## src/rtl/pmrs_pkg.sv

```systemverilog
// Shared types, codes and constants of the power monitor reading scaler.
package pmrs_pkg;

  localparam int unsigned OpW      = 4;
  localparam int unsigned RawW     = 24;
  localparam int unsigned UserW    = 32;
  localparam int unsigned InDataW  = 56;
  localparam int unsigned ValW     = 48;
  localparam int unsigned WordW    = 16;
  localparam int unsigned SampleW  = 16;
  localparam int unsigned TempShift = 4;

  localparam int unsigned CfgIdxW  = 2;
  localparam int unsigned CfgDataW = 32;
  localparam int unsigned MaxCurW  = 31;
  localparam int unsigned ShuntW   = 32;

  localparam int unsigned LsbW     = 17;
  localparam int unsigned PwrLsbW  = 14;
  localparam int unsigned LimLsbW  = 22;
  localparam int unsigned CalLsbW  = 16;
  localparam int unsigned CalcW    = 32;

  localparam int unsigned OpndW    = 32;
  localparam int unsigned DivW     = 22;
  localparam int unsigned NumW     = 52;
  localparam int unsigned BitsPerStage = 2;
  localparam int unsigned NumDivStages = NumW / BitsPerStage;

  localparam logic [MaxCurW-1:0] MaxCurRst = 31'd16000000;
  localparam logic [ShuntW-1:0]  ShuntRst  = 32'd2000;

  localparam int unsigned CurLsbRound = 16384;
  localparam int unsigned CurLsbShift = 15;
  localparam int unsigned PwrShift    = 1;
  localparam int unsigned PwrRoundAdd = 5;
  localparam int unsigned LimShift    = 9;
  localparam int unsigned CalScale    = 819;
  localparam int unsigned CalRoundAdd = 500;

  localparam logic [CalcW-1:0] Div10Magic   = 32'hCCCC_CCCD;
  localparam int unsigned      Div10Shift   = 35;
  localparam logic [CalcW-1:0] Div1000Magic = 32'h1062_4DD3;
  localparam int unsigned      Div1000Shift = 38;

  localparam logic [OpndW-1:0] MulTemp        = 32'd125;
  localparam logic [OpndW-1:0] MulShuntFine   = 32'd1250;
  localparam logic [OpndW-1:0] MulShuntCoarse = 32'd5000;
  localparam logic [OpndW-1:0] MulBus         = 32'd3125;
  localparam logic [OpndW-1:0] MulKilo        = 32'd1000;
  localparam logic [OpndW-1:0] MulMega        = 32'd1000000;

  localparam logic [DivW-1:0] DivUnit = 22'd1;
  localparam logic [DivW-1:0] DivKilo = 22'd1000;
  localparam logic [DivW-1:0] DivMega = 22'd1000000;
  localparam logic [DivW-1:0] DivBus  = 22'd3125;

  typedef enum logic [OpW-1:0] {
    OpTemp     = 4'd0,
    OpShunt    = 4'd1,
    OpBus      = 4'd2,
    OpCurrent  = 4'd3,
    OpPower    = 4'd4,
    OpPwrLimit = 4'd5,
    OpBusLimWr = 4'd6,
    OpPwrLimWr = 4'd7,
    OpCal      = 4'd8
  } op_e;

  typedef enum logic [CfgIdxW-1:0] {
    RegMaxCurrent = 2'd0,
    RegShuntRes   = 2'd1,
    RegFineRange  = 2'd2
  } cfg_reg_e;

  typedef enum logic [1:0] {
    StepLsb,
    StepScale,
    StepDivide,
    StepDone
  } cal_step_e;

  typedef struct packed {
    logic [LsbW-1:0]    cur_lsb;
    logic [PwrLsbW-1:0] pwr_lsb;
    logic [LimLsbW-1:0] lim_lsb;
    logic [CalLsbW-1:0] cal_lsb;
    logic [ShuntW-1:0]  shunt_res;
    logic               fine_range;
  } scale_t;

  typedef struct packed {
    logic            neg;
    logic            wr16;
    logic            err;
    logic [DivW-1:0] divisor;
  } tag_t;

  typedef struct packed {
    tag_t             tag;
    logic [OpndW-1:0] mag;
    logic [OpndW-1:0] mult;
  } cmd_t;

endpackage

```

## src/rtl/pmrs_fifo.sv

```systemverilog
// Short command queue between the decode front and the arithmetic back end.
module pmrs_fifo import pmrs_pkg::*; #(
  parameter int unsigned Depth = 2
) (
  input  logic clk_i,
  input  logic rst_ni,
  input  logic push_i,
  input  cmd_t cmd_i,
  output logic full_o,
  input  logic pop_i,
  output logic valid_o,
  output cmd_t cmd_o
);

  localparam int unsigned PtrW = (Depth > 1) ? $clog2(Depth) : 1;
  localparam int unsigned CntW = $clog2(Depth + 1);

  cmd_t            mem_q [Depth];
  logic [PtrW-1:0] wr_ptr_q, wr_ptr_d;
  logic [PtrW-1:0] rd_ptr_q, rd_ptr_d;
  logic [CntW-1:0] cnt_q, cnt_d;

  assign wr_ptr_d = (wr_ptr_q == PtrW'(Depth - 1)) ? '0 : wr_ptr_q + PtrW'(1);
  assign rd_ptr_d = (rd_ptr_q == PtrW'(Depth - 1)) ? '0 : rd_ptr_q + PtrW'(1);

  always_comb begin
    cnt_d = cnt_q;
    if (push_i && !pop_i) begin
      cnt_d = cnt_q + CntW'(1);
    end else if (pop_i && !push_i) begin
      cnt_d = cnt_q - CntW'(1);
    end
  end

  always_ff @(posedge clk_i or negedge rst_ni) begin
    if (!rst_ni) begin
      wr_ptr_q <= '0;
      rd_ptr_q <= '0;
      cnt_q    <= '0;
    end else begin
      cnt_q <= cnt_d;
      if (push_i) begin
        wr_ptr_q <= wr_ptr_d;
      end
      if (pop_i) begin
        rd_ptr_q <= rd_ptr_d;
      end
    end
  end

  always_ff @(posedge clk_i) begin
    if (push_i) begin
      mem_q[wr_ptr_q] <= cmd_i;
    end
  end

  assign full_o  = (cnt_q == CntW'(Depth));
  assign valid_o = (cnt_q != '0);
  assign cmd_o   = mem_q[rd_ptr_q];

endmodule

```

## config.mk

```make
export PLATFORM = sky130hd
export DESIGN_NAME = pmrs_fifo
export DESIGN_NICKNAME = d
export VERILOG_FILES = /design/src/rtl/pmrs_pkg.sv /design/src/rtl/pmrs_fifo.sv
export SDC_FILE = /design/constraint.sdc
export NUM_CORES = 1
export LEC_CHECK = 0
export BUFFER_PORTS_ARGS = -buffer_cell sky130_fd_sc_hd__buf_2
export CAP_MARGIN = 20
export CORE_UTILIZATION = 40
export DETAILED_ROUTE_END_ITERATION = 10
export HOLD_SLACK_MARGIN = 0.12
export PLACE_DENSITY = 0.64
export SETUP_SLACK_MARGIN = 0.4
export SYNTH_ARGS = -nofsm -noshare
export SYNTH_HDL_FRONTEND = slang
export SYNTH_SLANG_ARGS = --single-unit
```

## constraint.sdc

```tcl
create_clock -name clk_i -period 6.15 [get_ports clk_i]
set_input_delay 0.615 -clock clk_i [delete_from_list [all_inputs] [get_ports clk_i]]
set_output_delay 0.615 -clock clk_i [all_outputs]
set_load 0.01 [all_outputs]
```

# Yosys cells after proc, flatten, opt, wreduce, memory -nomap -nowiden
# Memories as Yosys holds them, arrays and structs flattened.
# Cells that the tools add are included.
[totals]
register_bits = 4
ramBits = 178
out_inout_bits = 91
romBits = 0
in_bits = 93
latchBits = 0
n_memories = 1
[memory_table]
columns = ["memory", "words", "word_bits", "rd", "rd_clocked_by_memory_dff", "wr", "line", "text"]
rows = [
  ["mem_q", 2, 89, 1, 0, 1, "pmrs_fifo.sv:18", "cmd_t mem_q [Depth];"],
]
[classes]
eq_ne = 1
n_reduce_logical = 6
div = 0
bitwise = 0
shifts = 0
muxes = 6
n_addsub = 4
n_mul = 0
n_lt_le_gt_ge = 0
[op_table]
columns = ["op", "count"]
rows = [
  ["2-to-1 mux 1 bit", 4],
  ["2-to-1 mux 2 bit", 2],
  ["nonzero test 2 bit", 2],
  ["adder 1 bit, second input constant", 2],
  ["adder 2 x 1 -> 2 bit, second input constant", 1],
  ["equality test 2 bit, second input constant", 1],
  ["logical AND 1 bit", 2],
  ["logical NOT 1 bit", 2],
  ["subtractor 2 x 1 -> 2 bit, second input constant", 1],
]

# Longest topological paths before layout
[logic_depth]
depth_word = 4
ltp_mapped = 5

# Worst setup path before layout
# No wires, ideal clock.
[synth_path]
path_type = "input to register"
startpoint = "in push_i"
endpoint = "mem mem_q[0][0] (netlist bit), enable pin"
path_stages = 1
setup_time_ps = 548
path_buffers = 0
arrival_ps = 4497
setup_slack_ps = 1105
cell_sequence = "nor2b_1"
[synth_between]
elab_chain_len = 2
[synth_rtl]
columns = ["item", "line", "text"]
rows = [
  ["from (decl)", "pmrs_fifo.sv:7", "input logic push_i,"],
  ["2-to-1 mux 1 bit", "pmrs_fifo.sv:52", "if (push_i) begin"],
  ["2-to-1 mux 1 bit (not written as such)", "pmrs_fifo.sv:53", "mem_q[wr_ptr_q] <= cmd_i;"],
  ["to (decl)", "pmrs_fifo.sv:18", ""],
]
# No other way between the ends.

==> impl_metrics.toml <==
[run_status]
status = "finished, final reports clean"

[floorplanning]
row_count = 46
dieArea_mm2 = 0.0172
die_h_um = 131
die_x_um = 131
coreArea_mm2 = 0.0161
start_util = 0.415
io_pins = 184

[sta]
fin_crit_ns = 3.08
worstMarginPinSlew_ns = 0.716
setup_tns_ns = 0
finalClockSkew_ns = 0.00544
grt_setup_unrepaired = "false"
min_period_over_period = 0.501
max_freq_mhz = 324
finalHoldViolations = 0
relSlewSlack = 0.523
setup_viol_count_final = 0
slew_viol_final = 0

[power_and_ir_drop]
p_leak_nw = 3.12
vdd_drop_max_v = 0.000257
p_per_area_mw_per_mm2 = 453
p_total_mw = 3.79

[worst_setup_path]
arrival_ns = 2.47
required_ns = 5.53
worstReg2RegEnd = "mem_q[1][1]$_DFFE_PP_"
endpoint = "cmd_o[3]"
crit_start = "rd_ptr_q$_DFFE_PN0P_"
path_max_fanout = 46
start_kind = "register"
critPathKind = "reg2out"
r2r_slack_ns = 4.09
reg2reg_from = "wr_ptr_q$_DFFE_PN0P_"
rr_worst_depth = 2
worstSetupEndpointType = "output port"

[route]
wl_per_cell_um = 16.3
drt_pass1_iterations = 4
viasPerCell = 4.70
drc = 0
dr_wl_met2_um = 5860
drt_iter0_drc = 209
wirelength_um = 11700
drtAntennaViolNets = 0
wl_met1_um = 4770
highest_layer = "met4"
vias = 3377
wl_met3_um = 897

[yosys]
syn_area_per_cell_um2 = 22.8
yosysWarnings = 0
syn_area_mm2 = 0.00667
ys_seq_elements = 182
synthXorXnorAreaFrac = 0.00656
synthMuxAreaShare = 0.150
yosysUniqueCellTypes = 13
synth_top_family_by_area = "multiplexers"
synth_compound_area_frac = 0
synth_nets = 387
syn_inst = 293
synth_seq_area_share = 0.816
yosys.area_share.simple = 0.00431
synth_fa_ha_area_frac = 0.00188

[global_routing]
grt.overflow.total = 0
antenna_found_initial = 0
grt_usage = 0.142
grt_pass1_wl_um = 18500
grt_pass1_vias = 3647
grt_max_degree = 53

[final_layout]
syn2layout_area_growth_pct = 25.2
nets = 584
fin_area_mm2 = 0.00835
drive_gt1_frac = 0.610
num_antenna_cells = 0

[cts]
ctsResizeCount = 0
cts_buffer_depth = 2
ctsRootBufferMaster = "clkbuf_16"
cts_tree = "yes"
clkSlewWorstSetupHoldPaths_ns = 0.06
htreeDepth = 4
clk_latency_ns = 0.41
clock_sinks = 182
cts_buffers = 17

[placed_design]
globalplace.congestion = 0.677
port_buffers = 183
dpl_cell_area_mm2 = 0.00776
dp_hpwl_um = 7450

[min_path]
hp-class = "in2reg"

[run]
maxCapViolCount = 0
[power breakdown]
| group | internal, mW | switching, mW | leakage [nW] |
|---|---|---|---|
| Clock | 0.596 | 0.439 | 0.259 |
| Combinational | 0.479 | 0.510 | 1.15 |
| Sequential | 1.65 | 0.114 | 1.72 |
[layer usage]
layer,vias up,GRT usage
met5,-,0
met4,0,0.0608
met3,13,0.0556
met2,126,0.239
met1,1684,0.159
li1,1554,-
[repair_timing]
action,in CTS,in global routing
hold buffers,1,0
setup buffers,0,0
endpoints found under the hold margin,4,0
[worst min-delay path by stage]
stage          cells past startpoint  slack, ns                      to  startpoint
4_1_cts                            1       0.36  mem_q[1][48]$_DFFE_PP_   cmd_i[48]
6_report                           1       0.38  mem_q[0][61]$_DFFE_PP_   cmd_i[61]
2_1_floorplan                      0       0.32    cnt_q[0]$_DFFE_PN0P_      rst_ni
3_3_place_gp                       1       0.42    cnt_q[0]$_DFFE_PN0P_      rst_ni
5_1_grt                            1       0.36  mem_q[1][61]$_DFFE_PP_   cmd_i[61]
3_5_place_dp                       1       0.43    wr_ptr_q$_DFFE_PN0P_      rst_ni
[worst max-delay path: stages, from the launching register on]
cell and delay, ns:
dfrtp_4 0.83, buf_4 0.63, mux2_2 0.42, buf_2 0.14
[registers in the layout (all words and copies together) (netlist names)]
name and flops:
wr_ptr_q 1, cnt_q 2, mem_q 178, rd_ptr_q 1
[layout by cell type, fill, tap and decap left out]
| cell type | count |
|---|---|
| buf_2 | 183 |
| edfxtp_1 | 178 |
| mux2_2 | 89 |
| clkbuf_16 | 17 |
| clkinvlp_4 | 5 |
| xor2_1 | 4 |
| clkinv_1 | 3 |
| dfrtp_1 | 3 |
| buf_4 | 3 |
| bufinv_16 | 2 |
| clkbuf_1 | 2 |
| inv_6 | 2 |
| nor2b_1 | 1 |
| or2_2 | 1 |
| inv_1 | 1 |
| and2_4 | 1 |
| nor2b_4 | 1 |
| xnor2_1 | 1 |
| nor2_1 | 1 |
| ha_1 | 1 |
| clkinv_2 | 1 |
| dlygate4sd3_1 | 1 |
| buf_12 | 1 |
| dfrtp_4 | 1 |
[Yosys cell counts, drive strengths merged]
cell    instances  area [um2]
clkbuf          9         124
edfxtp        178        5350
inv             1        3.75
buf             1        11.3
dfrtp           4         100
mux2           89        1000
ha              1        12.5
xor2            4        35.0
or2             1        6.26
xnor2           1        8.76
nor2b           2        12.5
and2            1        6.26
nor2            1        3.75
[final cells by class]
| cell class | count | area [um2] |
|---|---|---|
| multi-input cells | 100 | 1100 |
| repair buffers | 188 | 968 |
| flip-flops and latches | 182 | 5450 |
| well taps | 216 | 270 |
| clock inverters | 13 | 131 |
| clock buffers | 19 | 433 |
| inverters | 1 | 3.75 |
| fillers | 1328 | 7700 |
[logic make-up after synthesis]
group,Yosys count
flops,182
fa+ha+maj,1
buf+inv,11
simple gates,5
xor+xnor,5
mux,89
[metrics by stage]
stage | util | hold slack, ns | std cells | setup WS, ns
floorplan | - | 0.319 | 293 | 1.10
global placement | 0.483 | 0.424 | 685 | 3.34
detailed placement | 0.483 | 0.428 | 685 | 3.26
CTS | 0.519 | 0.357 | 718 | 3.00
global route | 0.520 | 0.357 | 719 | 2.91
finish | 0.520 | 0.384 | 719 | 3.07
(Power assumes the default switching activity.)
