## src/rtl/pmrs_pkg.sv

```systemverilog
// Shared types, codes and constants of the power monitor reading scaler.
package pmrs_pkg;

  localparam int unsigned OpW      = 4;
  localparam int unsigned RawW     = 24;
  localparam int unsigned UserW    = 32;
  localparam int unsigned InDataW  = 56;
  localparam int unsigned ValW     = 48;
  localparam int unsigned WordW    = 16;
  localparam int unsigned SampleW  = 16;
  localparam int unsigned TempShift = 4;

  localparam int unsigned CfgIdxW  = 2;
  localparam int unsigned CfgDataW = 32;
  localparam int unsigned MaxCurW  = 31;
  localparam int unsigned ShuntW   = 32;

  localparam int unsigned LsbW     = 17;
  localparam int unsigned PwrLsbW  = 14;
  localparam int unsigned LimLsbW  = 22;
  localparam int unsigned CalLsbW  = 16;
  localparam int unsigned CalcW    = 32;

  localparam int unsigned OpndW    = 32;
  localparam int unsigned DivW     = 22;
  localparam int unsigned NumW     = 52;
  localparam int unsigned BitsPerStage = 2;
  localparam int unsigned NumDivStages = NumW / BitsPerStage;

  localparam logic [MaxCurW-1:0] MaxCurRst = 31'd16000000;
  localparam logic [ShuntW-1:0]  ShuntRst  = 32'd2000;

  localparam int unsigned CurLsbRound = 16384;
  localparam int unsigned CurLsbShift = 15;
  localparam int unsigned PwrShift    = 1;
  localparam int unsigned PwrRoundAdd = 5;
  localparam int unsigned LimShift    = 9;
  localparam int unsigned CalScale    = 819;
  localparam int unsigned CalRoundAdd = 500;

  localparam logic [CalcW-1:0] Div10Magic   = 32'hCCCC_CCCD;
  localparam int unsigned      Div10Shift   = 35;
  localparam logic [CalcW-1:0] Div1000Magic = 32'h1062_4DD3;
  localparam int unsigned      Div1000Shift = 38;

  localparam logic [OpndW-1:0] MulTemp        = 32'd125;
  localparam logic [OpndW-1:0] MulShuntFine   = 32'd1250;
  localparam logic [OpndW-1:0] MulShuntCoarse = 32'd5000;
  localparam logic [OpndW-1:0] MulBus         = 32'd3125;
  localparam logic [OpndW-1:0] MulKilo        = 32'd1000;
  localparam logic [OpndW-1:0] MulMega        = 32'd1000000;

  localparam logic [DivW-1:0] DivUnit = 22'd1;
  localparam logic [DivW-1:0] DivKilo = 22'd1000;
  localparam logic [DivW-1:0] DivMega = 22'd1000000;
  localparam logic [DivW-1:0] DivBus  = 22'd3125;

  typedef enum logic [OpW-1:0] {
    OpTemp     = 4'd0,
    OpShunt    = 4'd1,
    OpBus      = 4'd2,
    OpCurrent  = 4'd3,
    OpPower    = 4'd4,
    OpPwrLimit = 4'd5,
    OpBusLimWr = 4'd6,
    OpPwrLimWr = 4'd7,
    OpCal      = 4'd8
  } op_e;

  typedef enum logic [CfgIdxW-1:0] {
    RegMaxCurrent = 2'd0,
    RegShuntRes   = 2'd1,
    RegFineRange  = 2'd2
  } cfg_reg_e;

  typedef enum logic [1:0] {
    StepLsb,
    StepScale,
    StepDivide,
    StepDone
  } cal_step_e;

  typedef struct packed {
    logic [LsbW-1:0]    cur_lsb;
    logic [PwrLsbW-1:0] pwr_lsb;
    logic [LimLsbW-1:0] lim_lsb;
    logic [CalLsbW-1:0] cal_lsb;
    logic [ShuntW-1:0]  shunt_res;
    logic               fine_range;
  } scale_t;

  typedef struct packed {
    logic            neg;
    logic            wr16;
    logic            err;
    logic [DivW-1:0] divisor;
  } tag_t;

  typedef struct packed {
    tag_t             tag;
    logic [OpndW-1:0] mag;
    logic [OpndW-1:0] mult;
  } cmd_t;

endpackage

```

## src/rtl/pmrs_front.sv

```systemverilog
// Input acceptance and decoding of each word into multiplier and divider operands.
module pmrs_front import pmrs_pkg::*; (
  input  logic               s_axis_tvalid_i,
  output logic               s_axis_tready_o,
  input  logic [InDataW-1:0] s_axis_tdata_i,
  input  logic [OpW-1:0]     s_axis_tuser_i,
  input  scale_t             scale_i,
  input  logic               busy_i,
  input  logic               q_full_i,
  output logic               push_o,
  output cmd_t               cmd_o
);

  logic [SampleW-1:0] w;
  logic [RawW-1:0]    raw;
  logic [UserW-1:0]   user;
  logic               s_neg;
  logic [SampleW-1:0] s_mag;
  logic               u_neg;
  logic [UserW-1:0]   u_mag;

  assign s_axis_tready_o = ~busy_i & ~q_full_i;
  assign push_o          = s_axis_tvalid_i & s_axis_tready_o;

  assign raw   = s_axis_tdata_i[RawW-1:0];
  assign user  = s_axis_tdata_i[RawW +: UserW];
  assign w     = raw[SampleW-1:0];
  assign s_neg = w[SampleW-1];
  assign s_mag = s_neg ? SampleW'(~w + SampleW'(1)) : w;
  assign u_neg = user[UserW-1];
  assign u_mag = u_neg ? UserW'(~user + UserW'(1)) : user;

  always_comb begin
    cmd_o             = '0;
    cmd_o.tag.divisor = DivUnit;
    case (op_e'(s_axis_tuser_i))
      OpTemp: begin
        cmd_o.mag  = OpndW'(w[SampleW-1:TempShift]);
        cmd_o.mult = MulTemp;
      end
      OpShunt: begin
        cmd_o.mag         = OpndW'(s_mag);
        cmd_o.mult        = scale_i.fine_range ? MulShuntFine : MulShuntCoarse;
        cmd_o.tag.divisor = DivKilo;
        cmd_o.tag.neg     = s_neg;
      end
      OpBus: begin
        cmd_o.mag         = OpndW'(s_mag);
        cmd_o.mult        = MulBus;
        cmd_o.tag.divisor = DivKilo;
        cmd_o.tag.neg     = s_neg;
      end
      OpCurrent: begin
        cmd_o.mag         = OpndW'(s_mag);
        cmd_o.mult        = OpndW'(scale_i.cur_lsb);
        cmd_o.tag.divisor = DivKilo;
        cmd_o.tag.neg     = s_neg;
      end
      OpPower: begin
        cmd_o.mag         = OpndW'(raw);
        cmd_o.mult        = OpndW'(scale_i.pwr_lsb);
        cmd_o.tag.divisor = DivMega;
      end
      OpPwrLimit: begin
        cmd_o.mag         = OpndW'(w);
        cmd_o.mult        = OpndW'(scale_i.lim_lsb);
        cmd_o.tag.divisor = DivMega;
      end
      OpBusLimWr: begin
        cmd_o.mag         = OpndW'(u_mag);
        cmd_o.mult        = MulKilo;
        cmd_o.tag.divisor = DivBus;
        cmd_o.tag.neg     = u_neg;
        cmd_o.tag.wr16    = 1'b1;
      end
      OpPwrLimWr: begin
        if (scale_i.lim_lsb == '0) begin
          cmd_o.tag.err = 1'b1;
        end else begin
          cmd_o.mag         = OpndW'(u_mag);
          cmd_o.mult        = MulMega;
          cmd_o.tag.divisor = DivW'(scale_i.lim_lsb);
          cmd_o.tag.neg     = u_neg;
          cmd_o.tag.wr16    = 1'b1;
        end
      end
      OpCal: begin
        cmd_o.mag         = OpndW'(scale_i.cal_lsb);
        cmd_o.mult        = OpndW'(scale_i.shunt_res);
        cmd_o.tag.divisor = DivKilo;
        cmd_o.tag.wr16    = 1'b1;
      end
      default: begin
        cmd_o.mag  = '0;
        cmd_o.mult = '0;
      end
    endcase
  end

endmodule

```

## config.mk

```make
export PLATFORM = sky130hd
export DESIGN_NAME = pmrs_front
export DESIGN_NICKNAME = d
export VERILOG_FILES = /design/src/rtl/pmrs_pkg.sv /design/src/rtl/pmrs_front.sv
export SDC_FILE = /design/constraint.sdc
export NUM_CORES = 1
export LEC_CHECK = 0
export ABC_AREA = 1
export BUFFER_PORTS_ARGS = -buffer_cell sky130_fd_sc_hd__buf_2
export CORE_ASPECT_RATIO = 1.1
export CORE_MARGIN = 3
export CORE_UTILIZATION = 30
export DETAILED_ROUTE_END_ITERATION = 8
export GPL_ROUTABILITY_DRIVEN = 0
export PLACE_DENSITY = 0.76
export SYNTH_ARGS = -nofsm -noshare
export SYNTH_HDL_FRONTEND = slang
export SYNTH_SLANG_ARGS = --single-unit
```

## constraint.sdc

```tcl
create_clock -name vclk -period 1.5
set_input_delay 0.075 -clock vclk [all_inputs]
set_output_delay 0.075 -clock vclk [all_outputs]
set_load 0.02 [all_outputs]
```

---- Word level (Yosys, flattened, before mapping) ----
Cells that the tools add are included.
word-level totals
  output and inout bits ................... 91
  logic and storage cells ................. 33
  register bits after elaboration ......... 0
  input bits .............................. 165
cells by class
  muxes and demuxes ....................... 11
  reduce and logical (&&, ||, !) cells .... 6
  equal/unequal tests ..................... 8
  $add $sub $neg .......................... 2
  bitwise gates (word level) .............. 6
operator list
  cell                     number
  $pmux W64 S9             1
  $pmux W22 S4             1
  $mux W86                 1
  $add A32 B1 Y32 const B  1
  $mux W32                 1
  $not A32 Y32             1
  $logic_not A22 Y1        1
  $add A16 B1 Y16 const B  1
  $eq A4 B3 Y1 const B     4
  $mux W16                 1
  $not A16 Y16             1
  $mux W13                 1
  $eq A4 B2 Y1 const B     2
  $eq A4 B1 Y1 const B     1
  $eq A4 B4 Y1 const B     1
  $logic_not A4 Y1         1
  $reduce_or A2 Y1         2
  $reduce_or A4 Y1         1
  $pmux W1 S3              1
  $reduce_or A3 Y1         1
  $and A1 B1 Y1            2
  $mux W1                  2
  $mux W2                  1
  $not A1 Y1               2
  $pmux W1 S2              1

---- Logic depth before layout (Yosys ltp) ----
  word-level depth ........................ 5
  gate-level depth with buffers ........... 11

---- Least setup slack after synthesis ----
Ideal clock, no wire load.
  kind .................................... input port to output port
  from .................................... in s_axis_tdata_i[25]
  to ...................................... out cmd_o[60] (netlist name)
  cell stages on the path ................. 8
  data required time ...................... 1425 ps
  path slack .............................. 139 ps
  data arrival time ....................... 1286 ps
  path through ............................ inv_1 > ha_1 > nand3_1 > nor2_1 > nand4_1 > nand2_1 > a21oi_1 > nor2_1
RTL lines
  item             line              text
  start, declared  pmrs_front.sv:5   input logic [InDataW-1:0] s_axis_tdata_i,
  end, declared    pmrs_front.sv:11  output cmd_t cmd_o

==> summary.md <==
| Metric | Value |
|---|---|
| Status | completed |
| Mapped cell area | 2880 um2 |
| Crit Path Category | input pin to output port |
| Area leader, netlist | nand2_1 |
| Starting DRC count in detailed routing | 381 |
| CP top delay family | buffers and inverters |
| Crit. End Element | output port |
| Sequential cell area fraction in the yosys report | 0% |
| Filler cells | 1,011 |
| Crit-path slowest cell | nor3_4 |
| DIE AREA | 10,800 um2 |
| DR WL/cell | 15.2 um |
| Arrival @ worst endpoint | 1.39 ns |
| Tightest Pin Transition | 0.373 ns |
| Largest net degree at the start of global routing | 37 |
| Nets | 1,090 |
| Tot GR Track Use | 25.7% |
| Share of cells above drive strength 1 | 38.7% |
| Top post-synthesis cells by area | nand2_1 (27%), nor2_1 (13%), nand3_1 (12%) |
| RSZ-0062 raised after global routing | true |
| Die width | 99.3 um |
| Critical path buffers and inverters | 5 |
| Synth Warn # | 0 |
| Grt total ovfl | 0 |
| Vias | 5,244 |
| # DRC | 0 |
| CP Data Required Time | 1.42 ns |
| Placed Cells | 1,030 |
| First-pass GRT wire length | 22,700 um |
| CP most frequent cell | buf_2 |
| Final Util | 53.2% |
| Finished Layout Cells | 1,037 |
| F_max | 681 MHz |
| Critical Path Source Type | input pin |
| Slew headroom | 74.8% |
| Syn_nets | 797 |
| Max IR drop VDD | 0.137 mV |
| Worst min-delay path class | input pin to output port |
| Final setup violation count | 0 |
| P per Cell Area | 273 nW/um2 |
| Multi-input gate area | 2550 um2 |
| Detailed Route WL | 15,700 um |
| Die Ht | 109 um |
| Worst-path cell chain | buf_2, inv_2, buf_4, nor3_4, buf_12, nor2_2, a211o_1, buf_2 |
| Final Critical Period | 1.47 ns |
| Port bufs | 256 |
| WHS Endpoint | s_axis_tready_o |
| Top cell type's share of synthesized area | 27.2% |
| HPWL Detailed | 13,400 um |
| Antenna violations before repair | 6 |
| Min Hold Slack | 0.417 ns |
| Clock buffers | 0 |
| Worst Hold Depth | 3 |
| Critical path peak fanout | 10 |
| CP peak stage delay | 0.32 ns |
| Via count of the first global-routing pass | 4,646 |
| Fin crit share | 97.8% |
| Post-detailed-route via-to-cell ratio | 5.06 |
| Area of the core | 9100 um2 |
| Hold_sp | q_full_i |
| Final hold violation count | 0 |
| Pre-antenna DRT Iters | 5 |
| Area Growth Syn to Fin | 68.4% |
| Syn Inst Count | 630 |
| IO Count | 256 |
| Library cells used by synthesis | 42 |
| Pins over their slew limit | 0 |
| Initial Util | 31.6% |
| Register Area | 0 um2 |
| FP Rows | 36 |
| Seq_cells | 0 |
| Leak pwr | 2.89 nW |
| Mean Syn Cell Area | 4.56 um2 |
| Antenna Nets Post-Route | 0 |
| Max cap viols | 0 |
## logic make-up after synthesis
logic type,share of synthesized area [%]
simple gates,63.4
buf+inv,15.5
compound gates,18.5
xor+xnor,1.83
fa+ha+maj,0.870
## synthesized netlist by cell type (2+ instances only)
master / number
nand2_1: 208
nor2_1: 99
inv_1: 85
nand3_1: 71
o21ai_0: 40
nand4_1: 20
a21oi_1: 17
nand3b_1: 9
a221oi_1: 8
buf_2: 7
o211ai_1: 6
clkbuf_1: 5
nand2_2: 5
xor2_1: 5
buf_1: 4
inv_2: 4
buf_4: 3
nor3_1: 3
o2111ai_1: 3
ha_1: 2
nor2_4: 2
o21ai_1: 2
o21bai_1: 2
o22ai_1: 2
## cell usage in the layout, fill, tap and decap left out, types with 2 or more instances in the layout
cell	synthesis	routed
buf_2	7	248
nand2_1	208	202
nor2_1	99	90
inv_1	85	82
nand3_1	71	64
buf_4	3	52
o21ai_0	40	34
nand4_1	20	20
a21oi_1	17	17
nand2_2	5	9
nand3b_1	9	9
inv_2	4	8
o21ai_1	2	8
a221oi_1	8	8
nor2_2	1	7
nand3_2	0	7
buf_6	1	7
o211ai_1	6	6
nor2_4	2	5
xor2_1	5	5
nor3_1	3	3
o2111ai_1	3	3
buf_12	0	3
diode_2	0	2
nand2_4	0	2
o22ai_1	2	2
o21bai_1	2	2
## metrics by stage
| step | TNS (ns) | area [um2] | setup WS (ns) | total power, W |
|---|---|---|---|---|
| 2_1_floorplan | 0 | 2880 | 0.139 | 0.000653 |
| 3_3_place_gp | -0.0983 | 4610 | -0.0323 | 0.00124 |
| 3_5_place_dp | -0.126 | 4610 | -0.0346 | 0.00125 |
| 4_1_cts | 0 | 4610 | 0.00278 | 0.00125 |
| 5_1_grt | -0.775 | 4840 | -0.0964 | 0.00144 |
| 6_report | 0 | 4840 | 0.0325 | 0.00132 |
## worst min-delay path: cells and delay by family
family	cells	cell delay, ns
buffers and inverters	2	0.23
AND/OR/NAND/NOR	1	0.03
## power breakdown
group / leakage (nW) / internal (W) / switching (W)
logic: 2.89 / 0.000534 / 0.000788
clock network: 0.0000127 / 0.000000000179 / 0
registers: 0 / 0 / 0
total: 2.89 / 0.000534 / 0.000788
## worst max-delay path by stage
stage / start / endpoint / depth (start not counted)
after detailed placement: s_axis_tdata_i[25] / cmd_o[54] / 11
final: s_axis_tuser_i[3] / cmd_o[64] / 8
after global routing: s_axis_tdata_i[24] / cmd_o[57] / 11
after global placement: s_axis_tdata_i[24] / cmd_o[62] / 10
after CTS: s_axis_tdata_i[27] / cmd_o[57] / 11
after floorplan: s_axis_tdata_i[25] / cmd_o[60] / 8
## what timing repair did
| action | 4_1_cts | 5_1_grt |
|---|---|---|
| gates resized for setup | 2 | 57 |
| pin swaps | 0 | 13 |
| cloned | 0 | 1 |
| setup buffers | 0 | 4 |
| endpoints found under the setup margin | 5 | 41 |
| hold buffers | 0 | 0 |
## final cells by class
type | count | area share, %
Timing Repair Buffer | 311 | 37.1
Inverter | 91 | 7.16
Tap cell | 114 | 2.95
Antenna cell | 2 | 0.103
Multi-Input combinational cell | 519 | 52.7
## per-layer routing
metal,up-vias,track usage (%),part of all wire (%)
met5,-,0,0.39
met4,10,4.29,2.1
met3,42,6.21,11
met2,280,44.9,47
met1,2272,32.6,40
li1,2640,-,-
Power figures use the tool's default switching activity.
